### src/hdl/urrf_pkg.sv
// Package with shared types and constants for the UART register block.
package urrf_pkg;

    // Kinds of input transfer.
    typedef enum logic [1:0] {
        OP_READ  = 2'd0,
        OP_WRITE = 2'd1,
        OP_RECV  = 2'd2
    } op_t;

    // Register selector codes.
    localparam logic [3:0] REG_DR   = 4'd0;
    localparam logic [3:0] REG_RSR  = 4'd1;
    localparam logic [3:0] REG_FR   = 4'd2;
    localparam logic [3:0] REG_IBRD = 4'd3;
    localparam logic [3:0] REG_FBRD = 4'd4;
    localparam logic [3:0] REG_LCRH = 4'd5;
    localparam logic [3:0] REG_CTL  = 4'd6;
    localparam logic [3:0] REG_IFLS = 4'd7;
    localparam logic [3:0] REG_IM   = 4'd8;
    localparam logic [3:0] REG_RIS  = 4'd9;
    localparam logic [3:0] REG_MIS  = 4'd10;
    localparam logic [3:0] REG_ICR  = 4'd11;

    // Configuration register indexes.
    localparam logic CFG_TX_SINK = 1'b0;
    localparam logic CFG_IRQ     = 1'b1;

    // Bit positions in the flag and control registers.
    localparam int FR_RXFE_BIT   = 4;
    localparam int FR_RXFF_BIT   = 6;
    localparam int FR_TXFE_BIT   = 7;
    localparam int CTL_UARTEN_BIT = 0;
    localparam int CTL_TXE_BIT   = 8;
    localparam int RX_INT_BIT    = 4;

    localparam logic [31:0] CTL_RESET = 32'h0000_0300;

    // Requests from the register logic to the receive FIFO.
    typedef struct packed {
        logic       push;
        logic       pop;
        logic [7:0] push_data;
    } fifo_ctrl_t;

    // Status of the receive FIFO seen by the register logic.
    typedef struct packed {
        logic       empty;
        logic       full;
        logic [7:0] head_data;
    } fifo_stat_t;

    // One result item.
    typedef struct packed {
        logic [31:0] rdata;
        logic        tx_valid;
        logic [7:0]  tx_byte;
        logic        irq_fire;
    } result_t;

endpackage

### src/hdl/urrf_rx_fifo.sv
// Receive FIFO: storage array, head pointer, fill level and head-entry prefetch.
module urrf_rx_fifo #(
    parameter int RX_DEPTH = 16
) (
    input  logic               clk,
    input  logic               rst_n,
    input  urrf_pkg::fifo_ctrl_t ctrl,
    output urrf_pkg::fifo_stat_t stat
);

    localparam int AW   = (RX_DEPTH > 1) ? $clog2(RX_DEPTH) : 1;
    localparam int LW   = $clog2(RX_DEPTH + 1);
    localparam int SUMW = LW + 1;

    logic [7:0]    store_mem [RX_DEPTH];
    logic [AW-1:0] head_reg;
    logic [AW-1:0] head_next;
    logic [AW-1:0] head_inc;
    logic [LW-1:0] level_reg;
    logic [LW-1:0] level_next;
    logic [SUMW-1:0] tail_sum;
    logic [AW-1:0] wr_addr;
    logic [7:0]    head_data_reg;

    // Pointer arithmetic with wrap at the depth.
    always_comb
    begin
        head_inc = (head_reg == AW'(RX_DEPTH - 1)) ? '0 : head_reg + 1'b1;
        head_next = ctrl.pop ? head_inc : head_reg;
        tail_sum = SUMW'(head_reg) + SUMW'(level_reg);
        if (tail_sum >= SUMW'(RX_DEPTH))
        begin
            wr_addr = AW'(tail_sum - SUMW'(RX_DEPTH));
        end
        else
        begin
            wr_addr = AW'(tail_sum);
        end
        level_next = level_reg;
        if (ctrl.push)
        begin
            level_next = level_reg + 1'b1;
        end
        else if (ctrl.pop)
        begin
            level_next = level_reg - 1'b1;
        end
    end

    // Pointer and level registers.
    always_ff @(posedge clk or negedge rst_n)
    begin
        if (!rst_n)
        begin
            head_reg  <= '0;
            level_reg <= '0;
        end
        else
        begin
            head_reg  <= head_next;
            level_reg <= level_next;
        end
    end

    // Storage write port.
    always_ff @(posedge clk)
    begin
        if (ctrl.push)
        begin
            store_mem[wr_addr] <= ctrl.push_data;
        end
    end

    // Registered read of the entry that will be at the head next cycle;
    // a write to that same entry is forwarded.
    always_ff @(posedge clk)
    begin
        if (ctrl.push && (wr_addr == head_next))
        begin
            head_data_reg <= ctrl.push_data;
        end
        else
        begin
            head_data_reg <= store_mem[head_next];
        end
    end

    assign stat.empty     = (level_reg == '0);
    assign stat.full      = (level_reg == LW'(RX_DEPTH));
    assign stat.head_data = head_data_reg;

endmodule

### src/hdl/urrf_regs.sv
// Register file of the UART: decode of reads and writes, receive handling, results.
module urrf_regs (
    input  logic                 clk,
    input  logic                 rst_n,
    input  logic                 cfg_en,
    input  logic                 cfg_addr,
    input  logic                 cfg_data,
    input  logic                 fire,
    input  logic [1:0]           op,
    input  logic [3:0]           reg_sel,
    input  logic [31:0]          wdata,
    input  logic [7:0]           rx_byte,
    input  urrf_pkg::fifo_stat_t fifo_stat,
    output urrf_pkg::fifo_ctrl_t fifo_ctrl,
    output urrf_pkg::result_t    result
);

    logic        tx_sink_reg;
    logic        irq_att_reg;
    logic [7:0]  last_data_reg;
    logic [7:0]  last_data_next;
    logic [15:0] baud_int_reg;
    logic [15:0] baud_int_next;
    logic [5:0]  baud_frac_reg;
    logic [5:0]  baud_frac_next;
    logic [31:0] line_ctrl_reg;
    logic [31:0] line_ctrl_next;
    logic [31:0] ctrl_reg;
    logic [31:0] ctrl_next;
    logic [31:0] ifls_reg;
    logic [31:0] ifls_next;
    logic [31:0] mask_reg;
    logic [31:0] mask_next;
    // Only the receive bit of the raw status can ever be set.
    logic        rx_int_reg;
    logic        rx_int_next;
    logic [7:0]  flags;

    // Configuration registers.
    always_ff @(posedge clk or negedge rst_n)
    begin
        if (!rst_n)
        begin
            tx_sink_reg <= 1'b0;
            irq_att_reg <= 1'b0;
        end
        else if (cfg_en)
        begin
            unique case (cfg_addr)
                urrf_pkg::CFG_TX_SINK: tx_sink_reg <= cfg_data;
                urrf_pkg::CFG_IRQ:     irq_att_reg <= cfg_data;
                default:               ;
            endcase
        end
    end

    // The receive flag bits follow directly from the FIFO fill state; the transmit-empty flag is always set.
    always_comb
    begin
        flags = '0;
        flags[urrf_pkg::FR_TXFE_BIT] = 1'b1;
        flags[urrf_pkg::FR_RXFF_BIT] = fifo_stat.full;
        flags[urrf_pkg::FR_RXFE_BIT] = fifo_stat.empty;
    end

    // Decode of one transfer into result, register updates and FIFO requests.
    always_comb
    begin
        last_data_next = last_data_reg;
        baud_int_next  = baud_int_reg;
        baud_frac_next = baud_frac_reg;
        line_ctrl_next = line_ctrl_reg;
        ctrl_next      = ctrl_reg;
        ifls_next      = ifls_reg;
        mask_next      = mask_reg;
        rx_int_next    = rx_int_reg;
        fifo_ctrl      = '0;
        fifo_ctrl.push_data = rx_byte;
        result         = '0;

        unique case (op)
            urrf_pkg::OP_READ:
            begin
                unique case (reg_sel)
                    urrf_pkg::REG_DR:
                    begin
                        if (fifo_stat.empty)
                        begin
                            result.rdata = 32'(last_data_reg);
                        end
                        else
                        begin
                            result.rdata  = 32'(fifo_stat.head_data);
                            fifo_ctrl.pop = fire;
                        end
                    end
                    urrf_pkg::REG_FR:   result.rdata = 32'(flags);
                    urrf_pkg::REG_IBRD: result.rdata = 32'(baud_int_reg);
                    urrf_pkg::REG_FBRD: result.rdata = 32'(baud_frac_reg);
                    urrf_pkg::REG_LCRH: result.rdata = line_ctrl_reg;
                    urrf_pkg::REG_CTL:  result.rdata = ctrl_reg;
                    urrf_pkg::REG_IFLS: result.rdata = ifls_reg;
                    urrf_pkg::REG_IM:   result.rdata = mask_reg;
                    urrf_pkg::REG_RIS:
                        result.rdata[urrf_pkg::RX_INT_BIT] = rx_int_reg;
                    urrf_pkg::REG_MIS:
                        result.rdata[urrf_pkg::RX_INT_BIT] =
                            rx_int_reg & mask_reg[urrf_pkg::RX_INT_BIT];
                    default: result.rdata = '0;
                endcase
            end
            urrf_pkg::OP_WRITE:
            begin
                unique case (reg_sel)
                    urrf_pkg::REG_DR:
                    begin
                        last_data_next = wdata[7:0];
                        if (ctrl_reg[urrf_pkg::CTL_UARTEN_BIT] &&
                            ctrl_reg[urrf_pkg::CTL_TXE_BIT] && tx_sink_reg)
                        begin
                            result.tx_valid = 1'b1;
                            result.tx_byte  = wdata[7:0];
                        end
                    end
                    urrf_pkg::REG_IBRD: baud_int_next  = wdata[15:0];
                    urrf_pkg::REG_FBRD: baud_frac_next = wdata[5:0];
                    urrf_pkg::REG_LCRH: line_ctrl_next = wdata;
                    urrf_pkg::REG_CTL:  ctrl_next      = wdata;
                    urrf_pkg::REG_IFLS: ifls_next      = wdata;
                    urrf_pkg::REG_IM:   mask_next      = wdata;
                    urrf_pkg::REG_ICR:
                        rx_int_next = rx_int_reg & ~wdata[urrf_pkg::RX_INT_BIT];
                    default: ;
                endcase
            end
            urrf_pkg::OP_RECV:
            begin
                // A byte arriving at a full FIFO is dropped.
                if (!fifo_stat.full)
                begin
                    fifo_ctrl.push  = fire;
                    rx_int_next     = 1'b1;
                    result.irq_fire = irq_att_reg & mask_reg[urrf_pkg::RX_INT_BIT];
                end
            end
            default: ;
        endcase
    end

    // Control and status registers.
    always_ff @(posedge clk or negedge rst_n)
    begin
        if (!rst_n)
        begin
            last_data_reg <= '0;
            baud_int_reg  <= '0;
            baud_frac_reg <= '0;
            line_ctrl_reg <= '0;
            ctrl_reg      <= urrf_pkg::CTL_RESET;
            ifls_reg      <= '0;
            mask_reg      <= '0;
            rx_int_reg    <= 1'b0;
        end
        else if (fire)
        begin
            last_data_reg <= last_data_next;
            baud_int_reg  <= baud_int_next;
            baud_frac_reg <= baud_frac_next;
            line_ctrl_reg <= line_ctrl_next;
            ctrl_reg      <= ctrl_next;
            ifls_reg      <= ifls_next;
            mask_reg      <= mask_next;
            rx_int_reg    <= rx_int_next;
        end
    end

endmodule

### src/hdl/uart_registers_with_rx_fifo.sv
// Top level of the UART register block with receive FIFO.
//
//  channel  direction  handshake           payload
//  in       input      in_valid/in_stall   op, reg_sel, wdata, rx_byte
//  out      output     out_valid/out_stall rdata, tx_valid, tx_byte, irq_fire
//  cfg      input      cfg_en              cfg_addr, cfg_data
//
// Every input transfer gives exactly one result, held in the result register.
// One transfer can be accepted per cycle while in_stall is low; the input register
// and the result register form the two stages, and the FIFO head entry is prefetched.
// A stalled result holds the pipeline; the input register still takes one more
// transfer while the result waits.
// Reset is asynchronous and active low; the FIFO array itself is not cleared.
module uart_registers_with_rx_fifo #(
    parameter int RX_DEPTH = 16
) (
    input  logic        clk,
    input  logic        rst_n,
    input  logic        cfg_en,
    input  logic        cfg_addr,
    input  logic        cfg_data,
    input  logic        in_valid,
    output logic        in_stall,
    input  logic [1:0]  op,
    input  logic [3:0]  reg_sel,
    input  logic [31:0] wdata,
    input  logic [7:0]  rx_byte,
    output logic        out_valid,
    input  logic        out_stall,
    output logic [31:0] rdata,
    output logic        tx_valid,
    output logic [7:0]  tx_byte,
    output logic        irq_fire
);

    logic        s1_valid_reg;
    logic [1:0]  s1_op_reg;
    logic [3:0]  s1_sel_reg;
    logic [31:0] s1_wdata_reg;
    logic [7:0]  s1_byte_reg;
    logic        advance;
    logic        out_valid_reg;
    urrf_pkg::result_t    res;
    urrf_pkg::result_t    res_reg;
    urrf_pkg::fifo_ctrl_t fifo_ctrl;
    urrf_pkg::fifo_stat_t fifo_stat;

    // The item in the input register moves on when the result slot is free.
    assign advance  = s1_valid_reg && (!out_valid_reg || !out_stall);
    assign in_stall = s1_valid_reg && !advance;

    // Input register valid.
    always_ff @(posedge clk or negedge rst_n)
    begin
        if (!rst_n)
        begin
            s1_valid_reg <= 1'b0;
        end
        else if (!in_stall)
        begin
            s1_valid_reg <= in_valid;
        end
    end

    // Input register payload.
    always_ff @(posedge clk)
    begin
        if (in_valid && !in_stall)
        begin
            s1_op_reg    <= op;
            s1_sel_reg   <= reg_sel;
            s1_wdata_reg <= wdata;
            s1_byte_reg  <= rx_byte;
        end
    end

    urrf_regs u_regs (
        .clk       (clk),
        .rst_n     (rst_n),
        .cfg_en    (cfg_en),
        .cfg_addr  (cfg_addr),
        .cfg_data  (cfg_data),
        .fire      (advance),
        .op        (s1_op_reg),
        .reg_sel   (s1_sel_reg),
        .wdata     (s1_wdata_reg),
        .rx_byte   (s1_byte_reg),
        .fifo_stat (fifo_stat),
        .fifo_ctrl (fifo_ctrl),
        .result    (res)
    );

    urrf_rx_fifo #(
        .RX_DEPTH (RX_DEPTH)
    ) u_rx_fifo (
        .clk   (clk),
        .rst_n (rst_n),
        .ctrl  (fifo_ctrl),
        .stat  (fifo_stat)
    );

    // Result register valid.
    always_ff @(posedge clk or negedge rst_n)
    begin
        if (!rst_n)
        begin
            out_valid_reg <= 1'b0;
        end
        else if (advance)
        begin
            out_valid_reg <= 1'b1;
        end
        else if (!out_stall)
        begin
            out_valid_reg <= 1'b0;
        end
    end

    // Result register payload.
    always_ff @(posedge clk)
    begin
        if (advance)
        begin
            res_reg <= res;
        end
    end

    assign out_valid = out_valid_reg;
    assign rdata     = res_reg.rdata;
    assign tx_valid  = res_reg.tx_valid;
    assign tx_byte   = res_reg.tx_byte;
    assign irq_fire  = res_reg.irq_fire;

endmodule

### config.mk
export PLATFORM = sky130hd
export DESIGN_NAME = uart_registers_with_rx_fifo
export DESIGN_NICKNAME = d
export VERILOG_FILES = /design/src/hdl/urrf_pkg.sv /design/src/hdl/urrf_rx_fifo.sv /design/src/hdl/urrf_regs.sv /design/src/hdl/uart_registers_with_rx_fifo.sv
export SDC_FILE = /design/constraint.sdc
export NUM_CORES = 1
export LEC_CHECK = 0
export ABC_AREA = 1
export BUFFER_PORTS_ARGS = -buffer_cell sky130_fd_sc_hd__buf_2
export CAP_MARGIN = 20
export CELL_PAD_IN_SITES_DETAIL_PLACEMENT = 1
export CELL_PAD_IN_SITES_GLOBAL_PLACEMENT = 1
export CORE_AREA = 5 5 238 240
export DETAILED_ROUTE_END_ITERATION = 10
export DIE_AREA = 0 0 243 245
export PLACE_DENSITY = 0.52
export SYNTH_ARGS = -nofsm -noshare
export SYNTH_HDL_FRONTEND = slang
export SYNTH_SLANG_ARGS = --single-unit
### constraint.sdc
create_clock -name clk -period 5.15 [get_ports clk]
set_input_delay 0.2575 -clock clk [delete_from_list [all_inputs] [get_ports clk]]
set_output_delay 0.2575 -clock clk [all_outputs]
set_load 0.05 [all_outputs]
==> results.md <==
* Status: finished, final reports clean
* Largest net degree at the start of global routing at about 130
* First-pass GRT wire length at roughly 73,000 µm
* ANT cells at 0
* Initial DRC Count at between 600 and 700
* Drt total wl at 46,400 µm
* TritonCTS clock tree: built
* Final net count at 1,759
* CTS max path bufs at 3
* P_sw at 0.00241 W
* Setup total negative slack at 0 ns
* Max_slew headroom at a little under 30%
* Clk network pwr share at 39.0%
* Post-Syn Instances at around 1,600
* Final hold viol count at 0
* Data required, critical path at between 5 and 6 ns
* Height of the chip at 245 µm
* Synth-to-Final Area Change at 20.2%
* DR DRC count at 0
* Minimum clock period after layout at 2.75 ns
* Worst slew pin tran at approximately 1.1 ns
* Mean Syn Cell Area at about 10 µm²
* Sink Count at 392
* Worst Setup Path Type: flop to flop
* Setup-failing EPs final at 0
* Setup WS pre-CTS at approximately 2.1 ns
* Fin. max-slew vios at 0
* Overall Global Routing Usage at between 15 and 20%
* Critical-path maximum fanout at 8
* Cell leakage power at around 8 nW
* Die area at approximately 0.06 mm²
* Die X-Extent at around 240 µm
* Root Buffer: clkbuf_16
* Final worst path period share at between 50% and 60%
* Top_reg_cell synth: edfxtp_1
* Post_cts resized at 0
* FP Rows at 86
* Peak supply drop at 262 µV
* Comb pwr share at roughly 15%
* Worst-skew pair later-pin latency at 0.58 ns
* Via count at 11,200
* Max FFs per register at approximately 130
* H-tree depth at 2
* Placed cell area at approximately 0.017 mm²
* Worst r2r src: u_rx_fifo.level_reg[0]
* Post-synth cell types at 36
* Setup slack after layout at between 2 and 2.5 ns
* Wire per inst at between 15 and 20 µm
* Routability Congestion at roughly 0.73
* Overflow after GRT at 0
* Initial Util at between 20% and 30%
* Fmax at ~360 MHz
* Layout cells sized above 1 at around an eighth
* Post-synth net total at 1,613
* Port Buf Inserts at between 90 and 100
* CP Launch Point: u_rx_fifo.level_reg[0]
* Final Cell Area at just under 0.02 mm²
* Vias in the first global route at 12,000
* Seq/Total Area, Yosys at 67.4%
* IO Pins at a little under 100
* CP endpoint kind: flop
* DRT antenna net count at 0
* Pwr per Cell Area at 431 mW/mm²
* Setup Skew at 0.0190 ns
* Max cap viols at 0
* Num CTS Buffers at between 40 and 50
* Synth warn at 0
* Avg Vias per Cell at about 4.6
* Worst Hold Class: input pin to async pin
* EDFF count, synth at approximately 220
* Clock-pin slew on the worst setup and hold paths at approximately 0.06 ns
* RSZ-0062 raised after global routing: false
* Detail Placement HPWL at 28,200 µm
* Worst hold slack at around 0.18 ns
* Post-synth ARST share at between 40% and 50%
* Switching Share at 28.9%
* Crit path launch type: flop
* Initial antenna violation count at 0
* Sequential share of power at 45.9%
* Fill cell count at 6,128
* Largest register by flop count: u_rx_fifo.store_mem
* Flop2flop setup slack at approximately 2.4 ns
* Critical path arrival at 2.95 ns
* Core Region at between 0.05 and 0.06 mm²
* P_int at roughly 0.006 W
* DRT Pass-1 Iters at 5
* Yosys reg bits at 392
* Mapped cell area at approximately 0.016 mm²
timing repair:
action                    CTS  global route
hold buffers               53             0
buffers inserted            0             0
hold endpoints to repair   92             0
stage by stage:
step / utilization [%] / power, W / cells
floorplan: - / 0.00471 / 1550
global placement: 31.7 / 0.00510 / 2295
detailed placement: 31.7 / 0.00514 / 2295
CTS: 35.5 / 0.00848 / 2433
global route: 35.6 / 0.00881 / 2437
finish: 35.6 / 0.00835 / 2437
power groups by stage:
stage	combinational, W	clock (W)	sequential, W
2_1_floorplan	0.000762	0	0.00395
3_3_place_gp	0.00121	0	0.00389
3_5_place_dp	0.00125	0	0.00390
4_1_cts	0.00128	0.00336	0.00384
5_1_grt	0.00143	0.00351	0.00387
6_report	0.00125	0.00326	0.00384
placed cells by master (no fill, tap or decap), types with 8 or more instances in the layout:
master / Yosys / layout
nand2_1: 514 / 514
edfxtp_1: 216 / 216
dfrtp_1: 170 / 170
o21ai_0: 160 / 160
inv_1: 129 / 126
nand3_1: 107 / 107
buf_2: 33 / 95
nor2_1: 60 / 60
dlygate4sd3_1: 0 / 53
clkbuf_16: 0 / 47
a21oi_1: 22 / 22
a41oi_1: 16 / 16
clkinv_2: 0 / 14
buf_4: 9 / 14
a22o_1: 13 / 13
nor2_4: 10 / 10
clkinv_1: 0 / 10
ha_1: 8 / 8
layer usage:
| metal | vias up | GRT usage [%] | share of wire (%) |
|---|---|---|---|
| met2 | 188 | 26.0 | 47 |
| met4 | 0 | 4.92 | 2.5 |
| met3 | 68 | 2.45 | 3.5 |
| li1 | 5429 | - | - |
| met1 | 5563 | 21.1 | 46 |
| met5 | - | 0 | 0 |
kinds of logic (layout without fill, tap and decap cells):
kind of cell               Yosys count  in the layout  share of synthesized area (%)
and+or+nand+nor                    708            708                           18.2
DFF                                392            392                           67.4
xor gates and xnor gates             8              8                          0.434
adders and majority gates           10             10                          0.869
buffers and inverters              203            386                           5.19
AOI/OAI and AO/OA                  229            229                           7.94
worst paths after layout:
path,cells past startpoint,end
max,6,u_rx_fifo.store_mem[2][4]
min,2,u_regs.baud_int_reg[8]
max reg2reg,6,u_rx_fifo.store_mem[2][4]
min reg2reg,2,u_regs.line_ctrl_reg[14]
max in group asynchronous,3,u_rx_fifo.head_reg[2]
min in group clk,2,s1_wdata_reg[25]
cells in the mapped netlist, types with 2 or more instances:
master	count	area [µm²]
nand2_1	514	1930
edfxtp_1	216	6490
dfrtp_1	170	4250
o21ai_0	160	801
inv_1	129	484
nand3_1	107	536
nor2_1	60	225
buf_2	33	165
clkbuf_1	26	97.6
a21oi_1	22	110
a41oi_1	16	140
a22o_1	13	114
nor2_4	10	113
buf_4	9	67.6
ha_1	8	100
o21ai_1	7	35.0
nand2_2	5	31.3
a211oi_1	4	30.0
a31oi_1	4	25.0
dfxtp_1	4	80.1
inv_2	4	15.0
xnor2_1	4	35.0
xor2_1	4	35.0
and3_1	2	12.5
buf_1	2	7.51
dfstp_2	2	52.6
fa_1	2	40.0
nand2_4	2	22.5
nand4_1	2	12.5
nor3_1	2	10.0
o2bb2ai_1	2	17.5
final cells by class:
cell class | count | area, µm² | share of cell area, %
clock buffer | 53 | 1220 | 6.29
clock inverter | 32 | 274 | 1.41
sequential | 392 | 10900 | 56.1
timing repair buffer | 168 | 1210 | 6.26
inverter | 133 | 499 | 2.58
tap | 704 | 881 | 4.55
multi-input combinational | 955 | 4420 | 22.8
critical path: stages, from the launching register on:
cell,delay [ns]
dfrtp_1,0.44
ha_1,0.26
fa_1,0.57
inv_1,0.07
nor2_1,0.09
nand2_1,0.13
nor2_1,0.81
Power figures use the tool's default switching activity.
